===== src/hdl/unsigned_decimal_formatter_macros.svh =====
`ifndef UNSIGNED_DECIMAL_FORMATTER_MACROS_SVH
`define UNSIGNED_DECIMAL_FORMATTER_MACROS_SVH

// same-cycle implication
`define UDF_ASSERT_IMPL(lbl, clk, rstn, ante, cons) \
    lbl: assert property (@(posedge clk) disable iff (!rstn) (ante) |-> (cons)) \
        else $error("udf: assertion failed");

// next-cycle implication
`define UDF_ASSERT_NEXT(lbl, clk, rstn, ante, cons) \
    lbl: assert property (@(posedge clk) disable iff (!rstn) (ante) |=> (cons)) \
        else $error("udf: assertion failed");

`endif


===== src/hdl/udf_pkg.sv =====
package udf_pkg;

    localparam int CNT_W          = 6;
    localparam int CHAR_W         = 8;
    localparam int BCD_W          = 4;
    localparam int BITS_PER_CYCLE = 4;

    localparam logic [CHAR_W-1:0] ASCII_ZERO  = 8'h30;
    localparam logic [CHAR_W-1:0] ASCII_SPACE = 8'h20;
    localparam logic [CHAR_W-1:0] CHAR_NONE   = 8'h00;

    localparam logic [BCD_W-1:0] DD_LIMIT = 4'd5;
    localparam logic [BCD_W-1:0] DD_ADJ   = 4'd3;

    typedef logic [CNT_W-1:0] cnt_t;

    // run layout: region boundaries as character positions
    typedef struct packed {
        cnt_t ndig;
        cnt_t lead_end;
        cnt_t zero_end;
        cnt_t digit_end;
        cnt_t total;
        logic pad_zero;
    } layout_t;

endpackage


===== src/hdl/udf_front.sv =====
`include "unsigned_decimal_formatter_macros.svh"

module udf_front #(
    parameter int VALUE_BITS = 32,
    parameter int MAX_FIELD  = 63,
    parameter int NDIG       = 10
) (
    input  logic                        aclk,
    input  logic                        aresetn,
    input  logic                        in_valid,
    output logic                        in_ready,
    input  logic [VALUE_BITS-1:0]       in_value,
    input  udf_pkg::cnt_t               in_field_width,
    input  udf_pkg::cnt_t               in_precision,
    input  logic                        in_has_precision,
    input  logic                        in_zero_pad,
    input  logic                        in_left_justify,
    output logic                        push,
    input  logic                        q_full,
    output udf_pkg::layout_t            push_layout,
    output logic [NDIG*udf_pkg::BCD_W-1:0] push_digits
);

    localparam int NSTEP    = (VALUE_BITS + udf_pkg::BITS_PER_CYCLE - 1)
                              / udf_pkg::BITS_PER_CYCLE;
    localparam int PAD_BITS = NSTEP * udf_pkg::BITS_PER_CYCLE;
    localparam int DIG_W    = NDIG * udf_pkg::BCD_W;
    localparam int SW       = $clog2(NSTEP);

    typedef enum logic [1:0] {ST_IDLE, ST_CONV, ST_FIN, ST_PUSH} state_t;

    state_t                 state_reg;
    logic [SW-1:0]          step_reg;
    logic [PAD_BITS-1:0]    bin_reg;
    logic [DIG_W-1:0]       bcd_reg;
    udf_pkg::cnt_t          width_reg;
    udf_pkg::cnt_t          prec_reg;
    logic                   has_prec_reg;
    logic                   zpad_reg;
    logic                   left_reg;
    udf_pkg::layout_t       layout_reg;

    logic [PAD_BITS-1:0]    bin_next;
    logic [DIG_W-1:0]       bcd_next;
    udf_pkg::layout_t       layout_next;

    // double dabble, four bits per cycle
    always_comb begin
        logic [DIG_W-1:0]    b;
        logic [PAD_BITS-1:0] v;
        b = bcd_reg;
        v = bin_reg;
        for (int s = 0; s < udf_pkg::BITS_PER_CYCLE; s++) begin
            for (int d = 0; d < NDIG; d++) begin
                if (b[d*udf_pkg::BCD_W +: udf_pkg::BCD_W] >= udf_pkg::DD_LIMIT) begin
                    b[d*udf_pkg::BCD_W +: udf_pkg::BCD_W] =
                        b[d*udf_pkg::BCD_W +: udf_pkg::BCD_W] + udf_pkg::DD_ADJ;
                end
            end
            b = {b[DIG_W-2:0], v[PAD_BITS-1]};
            v = {v[PAD_BITS-2:0], 1'b0};
        end
        bcd_next = b;
        bin_next = v;
    end

    // digit count and run layout
    always_comb begin
        logic          nz_found;
        udf_pkg::cnt_t top;
        udf_pkg::cnt_t ndig;
        udf_pkg::cnt_t body;
        udf_pkg::cnt_t pad;
        udf_pkg::cnt_t lead;
        nz_found = 1'b0;
        top      = '0;
        for (int d = 0; d < NDIG; d++) begin
            if (bcd_reg[d*udf_pkg::BCD_W +: udf_pkg::BCD_W] != '0) begin
                nz_found = 1'b1;
                top      = udf_pkg::CNT_W'(d + 1);
            end
        end
        ndig = nz_found ? top : udf_pkg::cnt_t'(1);
        if (has_prec_reg && (prec_reg == '0) && !nz_found) begin
            ndig = '0;
        end
        body = (has_prec_reg && (prec_reg > ndig)) ? prec_reg : ndig;
        pad  = (width_reg > body) ? (width_reg - body) : '0;
        lead = left_reg ? '0 : pad;
        layout_next.ndig      = ndig;
        layout_next.lead_end  = lead;
        layout_next.zero_end  = lead + (body - ndig);
        layout_next.digit_end = lead + body;
        layout_next.total     = body + pad;
        layout_next.pad_zero  = zpad_reg && !left_reg && !has_prec_reg;
    end

    assign in_ready    = (state_reg == ST_IDLE);
    assign push        = (state_reg == ST_PUSH) && !q_full;
    assign push_layout = layout_reg;
    assign push_digits = bcd_reg;

    always_ff @(posedge aclk) begin
        if (!aresetn) begin
            state_reg <= ST_IDLE;
        end else begin
            case (state_reg)
                ST_IDLE: begin
                    if (in_valid) begin
                        bin_reg      <= PAD_BITS'(in_value);
                        bcd_reg      <= '0;
                        step_reg     <= SW'(NSTEP - 1);
                        width_reg    <= (in_field_width > udf_pkg::CNT_W'(MAX_FIELD))
                                        ? udf_pkg::CNT_W'(MAX_FIELD) : in_field_width;
                        prec_reg     <= (in_precision > udf_pkg::CNT_W'(MAX_FIELD))
                                        ? udf_pkg::CNT_W'(MAX_FIELD) : in_precision;
                        has_prec_reg <= in_has_precision;
                        zpad_reg     <= in_zero_pad;
                        left_reg     <= in_left_justify;
                        state_reg    <= ST_CONV;
                    end
                end
                ST_CONV: begin
                    bin_reg  <= bin_next;
                    bcd_reg  <= bcd_next;
                    step_reg <= step_reg - 1'b1;
                    if (step_reg == '0) begin
                        state_reg <= ST_FIN;
                    end
                end
                ST_FIN: begin
                    layout_reg <= layout_next;
                    state_reg  <= ST_PUSH;
                end
                ST_PUSH: begin
                    if (!q_full) begin
                        state_reg <= ST_IDLE;
                    end
                end
                default: begin
                    state_reg <= ST_IDLE;
                end
            endcase
        end
    end

    `UDF_ASSERT_IMPL(front_no_push_when_full, aclk, aresetn, push, !q_full)
    `UDF_ASSERT_IMPL(front_layout_fits, aclk, aresetn, push, (layout_reg.digit_end <= layout_reg.total))

endmodule


===== src/hdl/udf_queue.sv =====
`include "unsigned_decimal_formatter_macros.svh"

module udf_queue #(
    parameter int DIG_W = 40
) (
    input  logic              aclk,
    input  logic              aresetn,
    input  logic              push,
    input  udf_pkg::layout_t  push_layout,
    input  logic [DIG_W-1:0]  push_digits,
    output logic              full,
    input  logic              pop,
    output logic              not_empty,
    output udf_pkg::layout_t  pop_layout,
    output logic [DIG_W-1:0]  pop_digits
);

    localparam int DEPTH = 2;
    localparam int PW    = $clog2(DEPTH);
    localparam int CW    = $clog2(DEPTH + 1);

    udf_pkg::layout_t  layout_mem [DEPTH];
    logic [DIG_W-1:0]  digit_mem  [DEPTH];
    logic [PW-1:0]     wr_ptr_reg;
    logic [PW-1:0]     rd_ptr_reg;
    logic [CW-1:0]     count_reg;

    assign full       = (count_reg == CW'(DEPTH));
    assign not_empty  = (count_reg != '0);
    assign pop_layout = layout_mem[rd_ptr_reg];
    assign pop_digits = digit_mem[rd_ptr_reg];

    always_ff @(posedge aclk) begin
        if (push) begin
            layout_mem[wr_ptr_reg] <= push_layout;
            digit_mem[wr_ptr_reg]  <= push_digits;
        end
    end

    always_ff @(posedge aclk) begin
        if (!aresetn) begin
            wr_ptr_reg <= '0;
            rd_ptr_reg <= '0;
            count_reg  <= '0;
        end else begin
            if (push) begin
                wr_ptr_reg <= wr_ptr_reg + 1'b1;
            end
            if (pop) begin
                rd_ptr_reg <= rd_ptr_reg + 1'b1;
            end
            case ({push, pop})
                2'b10:   count_reg <= count_reg + 1'b1;
                2'b01:   count_reg <= count_reg - 1'b1;
                default: count_reg <= count_reg;
            endcase
        end
    end

    `UDF_ASSERT_IMPL(queue_no_underflow, aclk, aresetn, pop, not_empty)
    `UDF_ASSERT_IMPL(queue_count_bound, aclk, aresetn, 1'b1, (count_reg <= CW'(DEPTH)))

endmodule


===== src/hdl/udf_back.sv =====
`include "unsigned_decimal_formatter_macros.svh"

module udf_back #(
    parameter int NDIG = 10
) (
    input  logic                            aclk,
    input  logic                            aresetn,
    input  logic                            q_valid,
    output logic                            q_pop,
    input  udf_pkg::layout_t                q_layout,
    input  logic [NDIG*udf_pkg::BCD_W-1:0]  q_digits,
    output logic                            out_valid,
    input  logic                            out_ready,
    output logic [udf_pkg::CHAR_W-1:0]      out_char,
    output logic                            out_char_valid,
    output logic                            out_is_last,
    output udf_pkg::cnt_t                   out_total_count
);

    localparam int DIG_W = NDIG * udf_pkg::BCD_W;
    localparam int DI_W  = $clog2(NDIG);

    logic                         busy_reg;
    udf_pkg::layout_t             lay_reg;
    logic [DIG_W-1:0]             dig_reg;
    udf_pkg::cnt_t                k_reg;
    logic [DI_W-1:0]              didx_reg;
    logic                         m_valid_reg;
    logic [udf_pkg::CHAR_W-1:0]   char_reg;
    logic                         char_valid_reg;
    logic                         last_reg;
    udf_pkg::cnt_t                total_reg;

    logic                         emit;
    logic                         in_digit;
    logic                         last_next;
    logic [udf_pkg::CHAR_W-1:0]   char_next;

    assign q_pop = !busy_reg && q_valid;
    assign emit  = busy_reg && (!m_valid_reg || out_ready);

    assign in_digit  = (k_reg >= lay_reg.zero_end) && (k_reg < lay_reg.digit_end);
    assign last_next = (lay_reg.total == '0) || ((k_reg + 1'b1) == lay_reg.total);

    always_comb begin
        if (lay_reg.total == '0) begin
            char_next = udf_pkg::CHAR_NONE;
        end else if (k_reg < lay_reg.lead_end) begin
            char_next = lay_reg.pad_zero ? udf_pkg::ASCII_ZERO : udf_pkg::ASCII_SPACE;
        end else if (k_reg < lay_reg.zero_end) begin
            char_next = udf_pkg::ASCII_ZERO;
        end else if (in_digit) begin
            char_next = udf_pkg::ASCII_ZERO
                      | udf_pkg::CHAR_W'(dig_reg[didx_reg*udf_pkg::BCD_W +: udf_pkg::BCD_W]);
        end else begin
            char_next = udf_pkg::ASCII_SPACE;
        end
    end

    assign out_valid       = m_valid_reg;
    assign out_char        = char_reg;
    assign out_char_valid  = char_valid_reg;
    assign out_is_last     = last_reg;
    assign out_total_count = total_reg;

    always_ff @(posedge aclk) begin
        if (!aresetn) begin
            busy_reg    <= 1'b0;
            m_valid_reg <= 1'b0;
        end else begin
            if (q_pop) begin
                busy_reg <= 1'b1;
                lay_reg  <= q_layout;
                dig_reg  <= q_digits;
                k_reg    <= '0;
                didx_reg <= DI_W'(q_layout.ndig - 1'b1);
            end
            if (emit) begin
                m_valid_reg    <= 1'b1;
                char_reg       <= char_next;
                char_valid_reg <= (lay_reg.total != '0);
                last_reg       <= last_next;
                total_reg      <= lay_reg.total;
                k_reg          <= k_reg + 1'b1;
                if (in_digit) begin
                    didx_reg <= didx_reg - 1'b1;
                end
                if (last_next) begin
                    busy_reg <= 1'b0;
                end
            end else if (m_valid_reg && out_ready) begin
                m_valid_reg <= 1'b0;
            end
        end
    end

    `UDF_ASSERT_IMPL(back_empty_item_shape, aclk, aresetn, (m_valid_reg && !char_valid_reg), (last_reg && (total_reg == '0)))
    `UDF_ASSERT_NEXT(back_pop_starts_run, aclk, aresetn, q_pop, busy_reg)

endmodule


===== src/hdl/unsigned_decimal_formatter.sv =====
// order: the value is converted from binary to bcd at four bits per cycle, the run layout
// is registered, the result is queued, and the first character is registered on the output
// flow: the front takes a new value only once it has pushed the last one; the back takes
// a new value only after the last character of the one before, at one character per cycle
// while the output is ready; a two-entry queue couples them
// reset: synchronous active-low aresetn clears the front state, the queue and the
// output valid; no transaction is pending after reset
module unsigned_decimal_formatter #(
    parameter int VALUE_BITS = 32,
    parameter int MAX_FIELD  = 63
) (
    input  logic                        aclk,
    input  logic                        aresetn,
    input  logic                        s_valid,
    output logic                        s_ready,
    input  logic [VALUE_BITS-1:0]       s_value,
    input  logic [5:0]                  s_field_width,
    input  logic [5:0]                  s_precision,
    input  logic                        s_has_precision,
    input  logic                        s_zero_pad,
    input  logic                        s_left_justify,
    output logic                        m_valid,
    input  logic                        m_ready,
    output logic [7:0]                  m_out_char,
    output logic                        m_char_valid,
    output logic                        m_is_last,
    output logic [5:0]                  m_total_count
);

    localparam int NDIG  = ((VALUE_BITS * 1233) >> 12) + 1;
    localparam int DIG_W = NDIG * udf_pkg::BCD_W;

    logic              push;
    logic              q_full;
    udf_pkg::layout_t  push_layout;
    logic [DIG_W-1:0]  push_digits;
    logic              q_pop;
    logic              q_valid;
    udf_pkg::layout_t  pop_layout;
    logic [DIG_W-1:0]  pop_digits;

    udf_front #(
        .VALUE_BITS (VALUE_BITS),
        .MAX_FIELD  (MAX_FIELD),
        .NDIG       (NDIG)
    ) u_front (
        .aclk             (aclk),
        .aresetn          (aresetn),
        .in_valid         (s_valid),
        .in_ready         (s_ready),
        .in_value         (s_value),
        .in_field_width   (s_field_width),
        .in_precision     (s_precision),
        .in_has_precision (s_has_precision),
        .in_zero_pad      (s_zero_pad),
        .in_left_justify  (s_left_justify),
        .push             (push),
        .q_full           (q_full),
        .push_layout      (push_layout),
        .push_digits      (push_digits)
    );

    udf_queue #(
        .DIG_W (DIG_W)
    ) u_queue (
        .aclk        (aclk),
        .aresetn     (aresetn),
        .push        (push),
        .push_layout (push_layout),
        .push_digits (push_digits),
        .full        (q_full),
        .pop         (q_pop),
        .not_empty   (q_valid),
        .pop_layout  (pop_layout),
        .pop_digits  (pop_digits)
    );

    udf_back #(
        .NDIG (NDIG)
    ) u_back (
        .aclk            (aclk),
        .aresetn         (aresetn),
        .q_valid         (q_valid),
        .q_pop           (q_pop),
        .q_layout        (pop_layout),
        .q_digits        (pop_digits),
        .out_valid       (m_valid),
        .out_ready       (m_ready),
        .out_char        (m_out_char),
        .out_char_valid  (m_char_valid),
        .out_is_last     (m_is_last),
        .out_total_count (m_total_count)
    );

endmodule

===== config.mk =====
export PLATFORM = sky130hd
export DESIGN_NAME = unsigned_decimal_formatter
export DESIGN_NICKNAME = d
export VERILOG_FILES = /design/src/hdl/udf_pkg.sv /design/src/hdl/udf_front.sv /design/src/hdl/udf_queue.sv /design/src/hdl/udf_back.sv /design/src/hdl/unsigned_decimal_formatter.sv
export VERILOG_INCLUDE_DIRS = /design/src /design/src/hdl
export SDC_FILE = /design/constraint.sdc
export NUM_CORES = 1
export LEC_CHECK = 0
export ABC_AREA = 1
export BUFFER_PORTS_ARGS = -buffer_cell sky130_fd_sc_hd__clkbuf_2
export CORE_MARGIN = 2
export CORE_UTILIZATION = 50
export CTS_CLUSTER_DIAMETER = 80
export DETAILED_ROUTE_END_ITERATION = 6
export PLACE_DENSITY = 0.66
export SETUP_SLACK_MARGIN = 0.2
export SLEW_MARGIN = 5
export SYNTH_ARGS = -nofsm -noshare
export SYNTH_HDL_FRONTEND = slang
export SYNTH_SLANG_ARGS = --single-unit

===== constraint.sdc =====
create_clock -name aclk -period 9.2 [get_ports aclk]
set_input_delay 1.38 -clock aclk [delete_from_list [all_inputs] [get_ports aclk]]
set_output_delay 1.38 -clock aclk [all_outputs]
set_load 0.01 [all_outputs]

==> flow_summary_export.csv <==
group,metric,value,unit
run_status,status,"complete, no violations",
global_routing,grt_max_degree,71,
drt,top_layer,"met4",
timing,tightest_slew,1.14,ns
cts,clkSlewWorstSetupHoldPaths,0.06,ns
synthesis,synth.cell_area,19700,sq um
setup_path,required,9.51,ns
die,core-area,38800,sq um
drt,drc,0,
setup_path,cp.arrival,7.72,ns
synthesis,synth_cell_types,53,
final_layout,regMostFlops,"u_queue.digit_mem",
cts,numCtsBuffers,39,
timing,fin_crit,7.41,ns
drt,drtPass1Iterations,6,
synthesis,syn_inst,2029,
synthesis,avgSynthCellArea,9.72,sq um
global_routing,grt_antenna_before_repair,0,
synthesis,synth_top_area_share,52.7,%
timing,setup_viol,0,
setup_path,cpMostUsedCell,"inv_1",
timing,rsz0062_at_grt,"no",
timing,max_clock_freq,135,MHz
die,design.die.area,41000,sq um
cts,post-cts-setup-buffers,0,
global_routing,grt_pass1_wl,61900,um
final_layout,largest_reg_flops,80,
setup_path,slowest_stage,"o21ai_0",
synthesis,yosys.area.top_type,"edfxtp_1",
timing,skew,0.0210,ns
drt,wirelength_met1,16600,um
drt,met2WireLength,18100,um
drt,vias,13241,
die,die_w,203,um
cts,h-tree-depth,2,
synthesis,yosysWarnings,0,
timing,finalMaxSlewViolations,0,
timing,setup_tns,0,ns
timing,finalHoldViolCount,0,
setup_path,crit_family,"compound AO/OA/AOI/OAI gates",
setup_path,critPathBufInv,9,
die,placementRows,72,
cts,cts_tree,"yes",
setup_path,criticalPathCategory,"reg -> reg",
drt,vias_per_cell,4.99,
final_layout,n_antenna_cell,0,
flow_run,cap_violations,0,
cts,clockBufferDepth,3,
global_routing,grt_util_all_layers,18.7,%
synthesis,synth_edf_count,346,
synthesis,synth_seq_cells,355,
final_layout,area.growth.synth_to_final,11.1,%
final_layout,final_nets,2301,
final_layout,final_cell_mix,"nand2_1, edfxtp_1, inv_1, ha_1, nor2_1",
drt,drtIter0Drc,721,
cts,clk_latency,0.55,ns
setup_path,setup.worst_path.start_class,"flop",
timing,slew_headroom,24.0,%
setup_path,worst_setup_path_end_kind,"flop",
drt,routedWlPerCell,14.1,um
global_routing,grt_remaining_overflow,0,
placed_design,globalplace.congestion,0.873,
drt,wl_met3,1590,um
cts,root_buffer,"clkbuf_16",
final_layout,drive_gt1_share,15.0,%
final_layout,final_common_cell,"nand2_1",
cts,cts_hold_buf,0,
synthesis,seq_area_frac_synth,53.6,%
timing,timing.final.crit_share,80.5,%
die,die_h,203,um
synthesis,async_flop_share,0,%
hold_path,hold_path_class,"reg -> reg",
drt,wl,37400,um
synthesis,synth-main-ff-cell,"edfxtp_1",
global_routing,grt_pass1_vias,13065,
setup_path,critPathMaxFanout,9,
placed_design,portBuffers,66,
cts,ctsResizeCount,0,
final_layout,largestRegisters,"u_queue.digit_mem (80), u_queue.layout_mem (58)",
synthesis,yosys-top-cells-area,"edfxtp_1, nand2_1, ha_1, inv_1, nand3_1",
placed_design,dpl.hpwl,26600,um
die,num_io_pins,69,
drt,ant_nets,0,
die,start_util,50.8,%
setup_path,slowest_delay,0.79,ns
cts,cts.sinks,355,
## kinds of logic (layout without fill, tap and decap cells)
logic type | after synthesis | after routing | share of synthesized area [%]
buffers and inverters | 343 | 447 | 6.60
multiplexers | 32 | 32 | 1.78
other | 1 | 2 | 0.0190
AND/OR/NAND/NOR | 908 | 908 | 20.3
XOR/XNOR | 34 | 34 | 1.62
flip-flops | 355 | 355 | 53.6
adder cells (fa/ha/maj) | 144 | 144 | 9.41
AO/OA/AOI/OAI | 212 | 212 | 6.63
## metal layers
layer	global-route usage, %	vias to the layer above
met2	32.5	231
met5	0	-
met3	2.94	62
met4	7.19	0
met1	23.5	6088
li1	-	6860
## through the flow
stage | setup WS, ns | cell area [sq um] | utilization (%) | hold WS [ns] | cells
final | 1.79 | 21900 | 56.4 | 0.441 | 2652
after global routing | 1.15 | 21900 | 56.4 | 0.453 | 2652
after CTS | 1.75 | 21900 | 56.4 | 0.443 | 2652
after detailed placement | 1.75 | 20600 | 53.2 | 0.433 | 2583
after global placement | 2.09 | 20600 | 53.2 | 0.423 | 2583
after floorplan | 1.55 | 19700 | - | 0.421 | 2030
## path summary, 6_finish.rpt
check / from / end / slack [ns] / cells after the start
worst max-delay path: u_front.push_digits[33] / u_front.push_layout[18] / 1.79 / 35
worst min-delay path: u_front.push_layout[16] / u_queue.layout_mem[0][16] / 0.44 / 0
worst max register to register: u_front.push_digits[33] / u_front.push_layout[18] / 1.79 / 35
worst min register to register: u_front.push_layout[16] / u_queue.layout_mem[0][16] / 0.44 / 0
## cell usage after synthesis (3+ instances only)
master,count
nand2_1,534
edfxtp_1,346
inv_1,276
ha_1,137
nor2_1,137
nand3_1,104
o21ai_0,65
a21oi_1,58
nand2_2,40
clkbuf_1,33
nand3_2,28
mux2_2,25
inv_2,24
o21ai_1,24
o21ai_2,21
xor2_1,20
nand4_1,15
or2_2,12
xnor2_1,11
dfxtp_1,9
nor2_2,8
fa_1,7
mux2i_1,7
nor3_1,7
o211ai_1,7
a21oi_2,6
and2_1,6
buf_2,5
o221ai_1,5
and2_4,4
nand3b_1,4
o21ai_4,4
o22ai_1,4
a211oi_1,3
nand3b_2,3
xor2_2,3
## cell type report
type / instances / area [sq um]
fill: 3276 / 16900
sequential: 355 / 10600
multi-input combinational: 1332 / 7890
inverter: 301 / 1130
clock buffer: 47 / 1030
tap: 518 / 648
timing repair buffer: 77 / 413
clock inverter: 22 / 234
Power is left out: the tool's default activity adds up to more than one toggle a clock period on the data nets, which glitch-free logic cannot reach.
